`src/rtl/cwag_pkg.sv`:
```
// Shared constants, register codes and types for the window tap address generator.
package cwag_pkg;

    // Default parameter values
    localparam int MAX_FILTER_SIDE_DEF = 8;
    localparam int COORD_BITS_DEF      = 12;

    // Fixed field widths
    localparam int TAG_W      = 10;
    localparam int FIELD_W    = 12;
    localparam int SIDE_W     = 4;
    localparam int POS_W      = 22;
    localparam int SIZE_W     = 13;
    localparam int OFS_W      = 9;
    localparam int STEP_W     = 8;
    localparam int CFG_DATA_W = 16;
    localparam int CFG_IDX_W  = 3;

    // Decoupling queue between front and back
    localparam int QUEUE_DEPTH = 2;
    localparam int PTR_W       = $clog2(QUEUE_DEPTH);

    // Configuration register indexes
    localparam logic [CFG_IDX_W-1:0] REG_INPUT_HEIGHT = 3'd0;
    localparam logic [CFG_IDX_W-1:0] REG_INPUT_WIDTH  = 3'd1;
    localparam logic [CFG_IDX_W-1:0] REG_FILTER_DIMS  = 3'd2;
    localparam logic [CFG_IDX_W-1:0] REG_OFFSET_H     = 3'd3;
    localparam logic [CFG_IDX_W-1:0] REG_OFFSET_W     = 3'd4;
    localparam logic [CFG_IDX_W-1:0] REG_STRIDES      = 3'd5;
    localparam logic [CFG_IDX_W-1:0] REG_DILATIONS    = 3'd6;
    localparam logic [CFG_IDX_W-1:0] REG_FLIP_MODE    = 3'd7;

    // Decoded configuration seen by front and back
    typedef struct packed {
        logic [SIDE_W-1:0]       fh;
        logic [SIDE_W-1:0]       fw;
        logic signed [OFS_W-1:0] oh;
        logic signed [OFS_W-1:0] ow;
        logic [STEP_W-1:0]       sh;
        logic [STEP_W-1:0]       sw;
        logic [STEP_W-1:0]       dh;
        logic [STEP_W-1:0]       dw;
        logic [SIZE_W-1:0]       ih;
        logic [SIZE_W-1:0]       iw;
        logic                    flip;
    } cwag_cfg_t;

    // One queued output position with its first tap coordinates
    typedef struct packed {
        logic [TAG_W-1:0]        tag;
        logic signed [POS_W-1:0] row_start;
        logic signed [POS_W-1:0] col_start;
    } cwag_entry_t;

    // Back status toward the top level
    typedef struct packed {
        logic active;
        logic loading;
    } cwag_back_stat_t;

endpackage

```
`src/rtl/conv_window_tap_address_gen.sv`:
```
// Top level: configuration registers, front end, queue and tap walker.
// With the queue empty and the walker idle, an accepted item passes through the queue, the
// walker registers and the result registers before its first result is strobed. Throughput:
// one result per cycle; an item holds the tap walker until all fh*fw taps are walked, and a two-entry
// queue lets the next items be accepted while the walker runs. The receiver cannot stall.
// Reset (rst_n low, asynchronous) empties the queue, stops the walker, restores registers.
module conv_window_tap_address_gen #(
    parameter int MAX_FILTER_SIDE = cwag_pkg::MAX_FILTER_SIDE_DEF,
    parameter int COORD_BITS      = cwag_pkg::COORD_BITS_DEF
) (
    input  logic                             clk,
    input  logic                             rst_n,
    input  logic                             start,
    output logic                             busy,
    input  logic [cwag_pkg::TAG_W-1:0]       batch_index,
    input  logic [cwag_pkg::FIELD_W-1:0]     out_row,
    input  logic [cwag_pkg::FIELD_W-1:0]     out_col,
    input  logic                             cfg_we,
    input  logic [cwag_pkg::CFG_IDX_W-1:0]   cfg_index,
    input  logic [cwag_pkg::CFG_DATA_W-1:0]  cfg_data,
    output logic                             result_valid,
    output logic [cwag_pkg::TAG_W-1:0]       batch_tag,
    output logic [cwag_pkg::FIELD_W-1:0]     src_row,
    output logic [cwag_pkg::FIELD_W-1:0]     src_col,
    output logic                             is_pad,
    output logic                             last_tap
);
    import cwag_pkg::*;

    logic [SIZE_W-1:0]     input_height_reg;
    logic [SIZE_W-1:0]     input_width_reg;
    logic [11:0]           filter_dims_reg;
    logic [OFS_W-1:0]      offset_h_reg;
    logic [OFS_W-1:0]      offset_w_reg;
    logic [15:0]           strides_reg;
    logic [15:0]           dilations_reg;
    logic                  flip_mode_reg;

    logic [3:0]            fh_raw;
    logic [7:0]            fw_raw;
    cwag_cfg_t             cfg;
    logic                  push;
    cwag_entry_t           push_entry;
    cwag_entry_t           head;
    logic                  queue_empty;
    logic                  queue_full;
    logic                  pop;
    cwag_back_stat_t       back_stat;

    // Write configuration registers
    always_ff @(posedge clk or negedge rst_n)
    begin
        if (!rst_n)
        begin
            input_height_reg <= SIZE_W'(1);
            input_width_reg  <= SIZE_W'(1);
            filter_dims_reg  <= 12'h101;
            offset_h_reg     <= '0;
            offset_w_reg     <= '0;
            strides_reg      <= 16'h0101;
            dilations_reg    <= 16'h0101;
            flip_mode_reg    <= 1'b0;
        end
        else if (cfg_we)
        begin
            unique case (cfg_index)
                REG_INPUT_HEIGHT: input_height_reg <= cfg_data[SIZE_W-1:0];
                REG_INPUT_WIDTH:  input_width_reg  <= cfg_data[SIZE_W-1:0];
                REG_FILTER_DIMS:  filter_dims_reg  <= cfg_data[11:0];
                REG_OFFSET_H:     offset_h_reg     <= cfg_data[OFS_W-1:0];
                REG_OFFSET_W:     offset_w_reg     <= cfg_data[OFS_W-1:0];
                REG_STRIDES:      strides_reg      <= cfg_data;
                REG_DILATIONS:    dilations_reg    <= cfg_data;
                REG_FLIP_MODE:    flip_mode_reg    <= cfg_data[0];
                default:          flip_mode_reg    <= flip_mode_reg;
            endcase
        end
    end

    // Decode configuration, saturating filter sides into the supported range
    assign fh_raw = filter_dims_reg[11:8];
    assign fw_raw = filter_dims_reg[7:0];

    always_comb
    begin
        if (fh_raw == '0)
            cfg.fh = SIDE_W'(1);
        else if (32'(fh_raw) > MAX_FILTER_SIDE)
            cfg.fh = SIDE_W'(MAX_FILTER_SIDE);
        else
            cfg.fh = SIDE_W'(fh_raw);

        if (fw_raw == '0)
            cfg.fw = SIDE_W'(1);
        else if (32'(fw_raw) > MAX_FILTER_SIDE)
            cfg.fw = SIDE_W'(MAX_FILTER_SIDE);
        else
            cfg.fw = SIDE_W'(fw_raw);

        cfg.oh   = $signed(offset_h_reg);
        cfg.ow   = $signed(offset_w_reg);
        cfg.sh   = strides_reg[15:8];
        cfg.sw   = strides_reg[7:0];
        cfg.dh   = dilations_reg[15:8];
        cfg.dw   = dilations_reg[7:0];
        cfg.ih   = input_height_reg;
        cfg.iw   = input_width_reg;
        cfg.flip = flip_mode_reg;
    end

    assign busy = queue_full;

    cwag_front u_front (
        .start       (start),
        .queue_full  (queue_full),
        .batch_index (batch_index),
        .out_row     (out_row),
        .out_col     (out_col),
        .cfg         (cfg),
        .push        (push),
        .entry       (push_entry)
    );

    cwag_queue u_queue (
        .clk        (clk),
        .rst_n      (rst_n),
        .push       (push),
        .push_entry (push_entry),
        .pop        (pop),
        .head       (head),
        .empty      (queue_empty),
        .full       (queue_full)
    );

    cwag_back #(
        .COORD_BITS (COORD_BITS)
    ) u_back (
        .clk          (clk),
        .rst_n        (rst_n),
        .cfg          (cfg),
        .head         (head),
        .queue_empty  (queue_empty),
        .pop          (pop),
        .stat         (back_stat),
        .result_valid (result_valid),
        .batch_tag    (batch_tag),
        .src_row      (src_row),
        .src_col      (src_col),
        .is_pad       (is_pad),
        .last_tap     (last_tap)
    );

    // An item taken while everything is idle shows its first result after the queue, walker and result registers
    a_first_result: assert property (@(posedge clk) disable iff (!rst_n)
        (start && !busy && !back_stat.active && queue_empty) |-> ##3 result_valid)
        else $error("first result of an item did not appear in time");

    // The walker only loads from a non-empty queue
    a_pop_nonempty: assert property (@(posedge clk) disable iff (!rst_n)
        back_stat.loading |-> !queue_empty)
        else $error("walker loaded from an empty queue");

    // Padded taps report zero coordinates
    a_pad_zero: assert property (@(posedge clk) disable iff (!rst_n)
        (result_valid && is_pad) |-> (src_row == '0 && src_col == '0))
        else $error("padded tap carries nonzero coordinates");

endmodule

```
`src/rtl/cwag_front.sv`:
```
// Front end: accepts an output position and computes the coordinates of its first tap.
module cwag_front (
    input  logic                          start,
    input  logic                          queue_full,
    input  logic [cwag_pkg::TAG_W-1:0]    batch_index,
    input  logic [cwag_pkg::FIELD_W-1:0]  out_row,
    input  logic [cwag_pkg::FIELD_W-1:0]  out_col,
    input  cwag_pkg::cwag_cfg_t           cfg,
    output logic                          push,
    output cwag_pkg::cwag_entry_t         entry
);
    import cwag_pkg::*;

    localparam int PROD_W = FIELD_W + STEP_W;
    localparam int TAPOFS_W = SIDE_W + STEP_W;

    logic [PROD_W-1:0]   row_prod;
    logic [PROD_W-1:0]   col_prod;
    logic [SIDE_W-1:0]   fh_last;
    logic [SIDE_W-1:0]   fw_last;
    logic [TAPOFS_W-1:0] row_tap_ofs;
    logic [TAPOFS_W-1:0] col_tap_ofs;

    // Accept whenever the queue has room
    assign push = start && !queue_full;

    // Position times stride
    assign row_prod = PROD_W'(out_row) * PROD_W'(cfg.sh);
    assign col_prod = PROD_W'(out_col) * PROD_W'(cfg.sw);

    // In flip mode the walk starts at the far corner of the window
    assign fh_last     = cfg.fh - SIDE_W'(1);
    assign fw_last     = cfg.fw - SIDE_W'(1);
    assign row_tap_ofs = cfg.flip ? TAPOFS_W'(fh_last) * TAPOFS_W'(cfg.dh) : '0;
    assign col_tap_ofs = cfg.flip ? TAPOFS_W'(fw_last) * TAPOFS_W'(cfg.dw) : '0;

    // Form the first tap coordinates
    always_comb
    begin
        entry.tag       = batch_index;
        entry.row_start = POS_W'(cfg.oh)
                        + $signed(POS_W'(row_prod))
                        + $signed(POS_W'(row_tap_ofs));
        entry.col_start = POS_W'(cfg.ow)
                        + $signed(POS_W'(col_prod))
                        + $signed(POS_W'(col_tap_ofs));
    end

endmodule

```
`src/rtl/cwag_queue.sv`:
```
// Short queue of output positions between the front and the tap walker.
module cwag_queue (
    input  logic                   clk,
    input  logic                   rst_n,
    input  logic                   push,
    input  cwag_pkg::cwag_entry_t  push_entry,
    input  logic                   pop,
    output cwag_pkg::cwag_entry_t  head,
    output logic                   empty,
    output logic                   full
);
    import cwag_pkg::*;

    cwag_entry_t      mem [QUEUE_DEPTH];
    logic [PTR_W-1:0] wr_ptr_reg;
    logic [PTR_W-1:0] rd_ptr_reg;
    logic [PTR_W:0]   count_reg;
    logic [PTR_W:0]   count_next;

    assign empty = (count_reg == '0);
    assign full  = (count_reg == (PTR_W+1)'(QUEUE_DEPTH));
    assign head  = mem[rd_ptr_reg];

    // Store pushed items
    always_ff @(posedge clk)
    begin
        if (push)
        begin
            mem[wr_ptr_reg] <= push_entry;
        end
    end

    // Track fill level
    always_comb
    begin
        count_next = count_reg;
        if (push && !pop)
        begin
            count_next = count_reg + (PTR_W+1)'(1);
        end
        else if (pop && !push)
        begin
            count_next = count_reg - (PTR_W+1)'(1);
        end
    end

    // Advance pointers
    always_ff @(posedge clk or negedge rst_n)
    begin
        if (!rst_n)
        begin
            wr_ptr_reg <= '0;
            rd_ptr_reg <= '0;
            count_reg  <= '0;
        end
        else
        begin
            if (push)
            begin
                wr_ptr_reg <= wr_ptr_reg + PTR_W'(1);
            end
            if (pop)
            begin
                rd_ptr_reg <= rd_ptr_reg + PTR_W'(1);
            end
            count_reg <= count_next;
        end
    end

endmodule

```
`src/rtl/cwag_back.sv`:
```
// Back end: walks the filter window one tap per cycle and registers each result.
module cwag_back #(
    parameter int COORD_BITS = cwag_pkg::COORD_BITS_DEF
) (
    input  logic                          clk,
    input  logic                          rst_n,
    input  cwag_pkg::cwag_cfg_t           cfg,
    input  cwag_pkg::cwag_entry_t         head,
    input  logic                          queue_empty,
    output logic                          pop,
    output cwag_pkg::cwag_back_stat_t     stat,
    output logic                          result_valid,
    output logic [cwag_pkg::TAG_W-1:0]    batch_tag,
    output logic [cwag_pkg::FIELD_W-1:0]  src_row,
    output logic [cwag_pkg::FIELD_W-1:0]  src_col,
    output logic                          is_pad,
    output logic                          last_tap
);
    import cwag_pkg::*;

    localparam int MASK_BITS = (COORD_BITS < FIELD_W) ? COORD_BITS : FIELD_W;
    localparam logic [FIELD_W-1:0] CMASK = FIELD_W'((33'd1 << MASK_BITS) - 33'd1);

    logic                    active_reg;
    logic [TAG_W-1:0]        tag_reg;
    logic signed [POS_W-1:0] row_reg;
    logic signed [POS_W-1:0] col_reg;
    logic signed [POS_W-1:0] col_start_reg;
    logic [SIDE_W-1:0]       i_reg;
    logic [SIDE_W-1:0]       j_reg;

    logic signed [POS_W-1:0] dh_step;
    logic signed [POS_W-1:0] dw_step;
    logic                    row_end;
    logic                    tap_last;
    logic                    row_out;
    logic                    col_out;
    logic                    pad;

    logic                    valid_reg;
    logic [TAG_W-1:0]        tag_out_reg;
    logic [FIELD_W-1:0]      row_out_reg;
    logic [FIELD_W-1:0]      col_out_reg;
    logic                    pad_out_reg;
    logic                    last_out_reg;

    // Window position
    assign row_end  = (j_reg == cfg.fw - SIDE_W'(1));
    assign tap_last = row_end && (i_reg == cfg.fh - SIDE_W'(1));

    // Load a new item when idle or on the final tap of the current one
    assign pop = !queue_empty && (!active_reg || tap_last);

    assign stat.active  = active_reg;
    assign stat.loading = pop;

    // Signed tap steps
    assign dh_step = $signed(POS_W'(cfg.dh));
    assign dw_step = $signed(POS_W'(cfg.dw));

    // Classify the current tap against the image bounds
    assign row_out = row_reg[POS_W-1] || ((POS_W-1)'(row_reg) >= (POS_W-1)'(cfg.ih));
    assign col_out = col_reg[POS_W-1] || ((POS_W-1)'(col_reg) >= (POS_W-1)'(cfg.iw));
    assign pad     = row_out || col_out;

    // Walk taps row-major
    always_ff @(posedge clk or negedge rst_n)
    begin
        if (!rst_n)
        begin
            active_reg <= 1'b0;
            i_reg      <= '0;
            j_reg      <= '0;
        end
        else
        begin
            if (pop)
            begin
                active_reg <= 1'b1;
                i_reg      <= '0;
                j_reg      <= '0;
            end
            else if (active_reg)
            begin
                if (tap_last)
                begin
                    active_reg <= 1'b0;
                end
                else if (row_end)
                begin
                    i_reg <= i_reg + SIDE_W'(1);
                    j_reg <= '0;
                end
                else
                begin
                    j_reg <= j_reg + SIDE_W'(1);
                end
            end
        end
    end

    // Advance tap coordinates
    always_ff @(posedge clk)
    begin
        if (pop)
        begin
            tag_reg       <= head.tag;
            row_reg       <= head.row_start;
            col_reg       <= head.col_start;
            col_start_reg <= head.col_start;
        end
        else if (active_reg)
        begin
            if (row_end)
            begin
                row_reg <= cfg.flip ? row_reg - dh_step : row_reg + dh_step;
                col_reg <= col_start_reg;
            end
            else
            begin
                col_reg <= cfg.flip ? col_reg - dw_step : col_reg + dw_step;
            end
        end
    end

    // Hold the result strobe
    always_ff @(posedge clk or negedge rst_n)
    begin
        if (!rst_n)
        begin
            valid_reg <= 1'b0;
        end
        else
        begin
            valid_reg <= active_reg;
        end
    end

    // Register the result payload
    always_ff @(posedge clk)
    begin
        tag_out_reg  <= tag_reg;
        row_out_reg  <= pad ? '0 : (FIELD_W'(row_reg) & CMASK);
        col_out_reg  <= pad ? '0 : (FIELD_W'(col_reg) & CMASK);
        pad_out_reg  <= pad;
        last_out_reg <= tap_last;
    end

    assign result_valid = valid_reg;
    assign batch_tag    = tag_out_reg;
    assign src_row      = row_out_reg;
    assign src_col      = col_out_reg;
    assign is_pad       = pad_out_reg;
    assign last_tap     = last_out_reg && valid_reg;

endmodule

```
`config.mk`:
```
export PLATFORM = sky130hd
export DESIGN_NAME = conv_window_tap_address_gen
export DESIGN_NICKNAME = d
export VERILOG_FILES = /design/src/rtl/cwag_pkg.sv /design/src/rtl/conv_window_tap_address_gen.sv /design/src/rtl/cwag_front.sv /design/src/rtl/cwag_queue.sv /design/src/rtl/cwag_back.sv
export SDC_FILE = /design/constraint.sdc
export NUM_CORES = 1
export LEC_CHECK = 0
export BUFFER_PORTS_ARGS = -buffer_cell sky130_fd_sc_hd__buf_2
export CAP_MARGIN = 10
export CORE_MARGIN = 2
export CORE_UTILIZATION = 45
export DETAILED_ROUTE_END_ITERATION = 16
export SLEW_MARGIN = 0
export SYNTH_ARGS = -nofsm -noshare
export SYNTH_HDL_FRONTEND = slang
export SYNTH_SLANG_ARGS = --single-unit
```
`constraint.sdc`:
```
create_clock -name clk -period 16.1 [get_ports clk]
set_clock_uncertainty 0.15 [all_clocks]
set_input_delay 3.22 -clock clk [delete_from_list [all_inputs] [get_ports clk]]
set_output_delay 3.22 -clock clk [all_outputs]
set_load 0.03 [all_outputs]
```
Word-level counts from Yosys, hierarchy flattened. Memory sizes are Yosys's and may differ from the RTL's. Cells that the tools add are included.

RAM bits: 108. Flip-flop bits (word level): 215. Memories: 1. Word-level logic and storage cells: 122. Input bits: 57.

Memories: u_queue.mem (depth 2, width 54, read ports 1, clocked after memory_dff 0, write ports 1, line cwag_queue.sv:14) `cwag_entry_t mem [QUEUE_DEPTH];`.

$mul: 4. Equality and inequality tests: 11. Muxes and demuxes: 29. $lt $le $gt $ge: 4. Add/subtract/negate cells: 16. Reduce and logical (&&, ||, !) cells: 33.

Operators by type and width (number): 2-to-1 mux 22 bit (8); 2-to-1 mux 4 bit (12); adder 22 x 13 -> 22 bit (2); adder 22 x 9 -> 22 bit (2); adder 9 x 21 -> 22 bit (2); subtractor 22 x 9 -> 22 bit (2); greater-or-equal comparator 21 x 13 -> 1 bit (2); multiplier 12 x 8 -> 20 bit (2); multiplier 4 x 8 -> 12 bit (2); 2-to-1 mux 12 bit (2); AND reduction 2 bit (10); == test 3 bit (second input constant) (4); adder 4 x 1 -> 4 bit (second input constant) (2); == test 4 bit (2); > comparator 8 x 4 -> 1 bit (second input constant) (1); zero test 8 bit (1); subtractor 4 x 1 -> 4 bit (second input constant) (2); == test 3 x 2 -> 1 bit (second input constant) (2); logical AND 1 bit (6); nonzero test 2 bit (3); zero test 1 bit (5); 2-to-1 mux 1 bit (5); > comparator 4 bit (second input constant) (1); zero test 4 bit (1); 11 further kinds (16).

Depth between registers and ports, before layout.
Word-level depth: 11. Depth in mapped cells: 30. Gate-level depth less buffers: 30.

Cells and area by module. A second synthesis with hierarchy kept.

Cells, all modules: 2559. Area total of the unflattened synthesis: 26729.4 sq um.

By module, submodules not included: cwag_front (cells an instance 1359, area an instance 11018.1 sq um, instances 1); cwag_back (cells an instance 809, area an instance 7807.5 sq um, instances 1); cwag_queue (cells an instance 184, area an instance 4332.9 sq um, instances 1); conv_window_tap_address_gen (cells an instance 207, area an instance 3570.9 sq um, instances 1).

Least setup slack after synthesis. No wires, ideal clock.

Path type: in2reg. From: input out_row[9] (netlist bit). To: memory u_queue.mem[0][43] (netlist bit) (data pin). Arrival time: 8.753 ns. Buffers on the path: 1. Stages on the path: 22. Setup time: 0.284 ns. Path slack: 6.914 ns. Cell sequence: clkbuf_1 and2_1 fa_1 inv_1 fa_1 fa_1 fa_1 inv_1 ha_1 and3_1 a31o_2 or4_1 o311ai_0 o2111ai_1 a21oi_1 xnor2_1 ha_1 ha_1 and3_1 a211oi_1 a21oi_1 xor2_1.

RTL lines: start: declaration (line conv_window_tap_address_gen.sv:16) `input logic [cwag_pkg::FIELD_W-1:0] out_row,`; end: declaration (line cwag_queue.sv:14).

==> impl_metrics.toml <==
[clock_tree]
cts_setup_buffers = 0
cts_resized = 0
cts_buffer_depth = 3
cts_tree = "done"
cts_buffers = 38
worstSkewPairLatency_ns = 0.55
root_buffer = "clkbuf_16"
cts_hold_repair.buffers = 0
clk_pin_slew_ns = 0.06
h-tree-depth = 2
cts_num_sinks = 323

[timing]
worst_pin_slew_ns = 1.14
hold_viol_final = 0
rsz0062_at_grt = "no"
slew-limit-headroom_pct = 23.3
fin_crit_sh_pct = 56.7
period_needed_ns = 9.12
tns_ns = 0
setup_viol_count_final = 0
slew_viol_final = 0
fmax_mhz = 110

[run_status]
status = "complete, no violations"

[logic_synthesis]
netlist_area_um2 = 24800
syn_avg_cell_area_um2 = 10.5
seq_area_frac_synth_pct = 35.6
yosys_warnings = 0
ys_ff_latch = 323
synth_cell_type_count = 71
async_reset_ff_share_pct = 31.9
synth_ff_type = "edfxtp_1"
synth_edf_count = 184
syn_inst = 2356

[floorplan]
start_util_pct = 45.3
die_w_um = 239
rows = 86
coreArea_um2 = 54900
die_h_um = 239
die_area_um2 = 57100
top_level_ports = 95

[route]
wire_per_inst_um = 17.8
wl_um = 56700
via_count = 16900
vias_per_cell = 5.30
drt_drc_violations_left = 0
drtIter0Drc = 950
antenna_left = 0
drtPass1Iterations = 5

[global_route]
antenna_found_initial = 2
grt_overflow_total = 0
grt_max_degree = 64
first_global_vias = 17300
track_usage_pct = 20.4
grt_first_pass_wirelength_um = 92400

[setup_path]
r2r_slack_ns = 8.24
crit_fanout = 8
worst-setup-path-type = "in -> reg"
cp.arrival_ns = 9.23
crit_start = "out_col[0]"
crit_end = "u_queue.mem[1][21]"
crit_required_ns = 16.20
ff2ff_path_depth = 30
end_kind = "flip-flop"
worstReg2RegEnd = "u_queue.mem[1][19]"
worstReg2RegStart = "filter_dims_reg[7]"
start_kind = "input port"

[final_layout]
largest_register_ffs = 108
drive_above_1_share_pct = 12.1
multi_input_area_um2 = 14800
area_delta_synth_final_pct = 10.3
final_nets = 2922
regMostFlops = "u_queue.mem"
seqCellArea_um2 = 8830
fillCellCount = 4926
final_cell_count_no_fill = 3183

[worst_hold_path]
hold_start = "u_back.tag_reg[5]"
hp-class = "reg -> reg"

[placed_design]
io_buffers = 94
gp_congestion = 0.851
hpwl_um = 43100
dp_cells = 3111

[flow_run]
cap_violations = 0
-- worst max-delay path, cell delays in order --
cell and delay (ns):
buf_2 0.16, nand2_1 0.10, fa_1 0.54, fa_1 0.54
inv_1 0.05, fa_1 0.50, fa_1 0.48, ha_1 0.36
o21a_1 0.19, nor2_1 0.09, a21oi_1 0.06, a41o_1 0.27
o41ai_1 0.56, o2111ai_1 0.21, a21oi_1 0.20, xnor2_1 0.15
ha_1 0.26, ha_1 0.34, a21oi_1 0.24, o22ai_1 0.12
a211o_1 0.28, a21oi_1 0.18, xnor2_1 0.10
-- metrics by stage --
| step | utilization [%] | worst slack (ns) | cell area (um2) | hold slack (ns) |
|---|---|---|---|---|
| final | 49.9 | 6.98 | 27400 | 0.189 |
| after detailed placement | 47.5 | 6.49 | 26100 | 0.177 |
| after floorplan | - | 6.91 | 24900 | 0.173 |
| after global routing | 49.9 | 6.63 | 27400 | 0.198 |
| after global placement | 47.5 | 6.57 | 26100 | 0.174 |
| after CTS | 49.9 | 7.02 | 27400 | 0.191 |
-- final cells by class --
cell class                 instances  share of cell area, %
antenna                            1                0.00914
clock inverter                    20                  0.740
clock buffer                      50                   3.98
multi-input combinational       1714                   54.1
tap                              704                   3.22
inverter                         263                   3.61
timing repair buffer             108                   2.10
sequential                       323                   32.3
-- placed cells by master (no fill, tap or decap), types with 97 or more instances in the layout --
| cell type | instances |
|---|---|
| nor2_1 | 99 |
| nand2_1 | 213 |
| inv_1 | 262 |
| ha_1 | 245 |
| mux2_2 | 97 |
| fa_1 | 172 |
| a21oi_1 | 106 |
| and2_1 | 105 |
| edfxtp_1 | 184 |
| o21ai_0 | 101 |
-- metal layers --
metal | track usage [%] | up-vias | wire length, um
li1 | - | 8225 | -
met1 | 30.4 | 8238 | 28500
met2 | 31.9 | 337 | 24800
met3 | 2.54 | 59 | 2440
met4 | 4.72 | 0 | 909
met5 | 0 | - | 0
-- synth_stat cells, types with 27 or more instances --
master	number	area [um2]
inv_1	262	983
ha_1	245	3070
nand2_1	213	800
edfxtp_1	184	5530
fa_1	172	3440
a21oi_1	107	536
and2_1	105	657
o21ai_0	101	505
nor2_1	100	375
mux2_2	97	1090
dfrtp_1	95	2380
xnor2_1	94	823
clkbuf_1	60	225
a21o_1	39	293
xor2_1	39	342
nor3_1	37	185
dfxtp_1	36	721
nor2b_1	35	219
nand2b_1	29	181
o21a_1	28	210
nor3b_1	27	203
-- cells by family (layout without fill, tap and decap cells) --
group | count (synthesis) | in the layout | synth area share [%]
simple gates | 631 | 631 | 12.8
mux | 120 | 120 | 5.33
fa+ha+maj | 417 | 417 | 26.2
xor+xnor | 135 | 135 | 4.85
flops | 323 | 323 | 35.6
buf+inv | 333 | 441 | 5.16
compound gates | 395 | 395 | 10.1
other cells | 2 | 17 | 0.0302
-- worst min-delay path by stage --
stage	to	slack, ns	depth (start not counted)
after floorplan	u_back.batch_tag[0]	0.17	0
after global placement	u_back.batch_tag[4]	0.17	0
after detailed placement	u_back.batch_tag[5]	0.18	0
after CTS	u_back.batch_tag[5]	0.19	0
after global routing	u_back.batch_tag[5]	0.20	0
final	u_back.batch_tag[5]	0.19	0
Power is not shown: default switching activity piles up to over one toggle a cycle in this logic, so the estimate is an artifact.
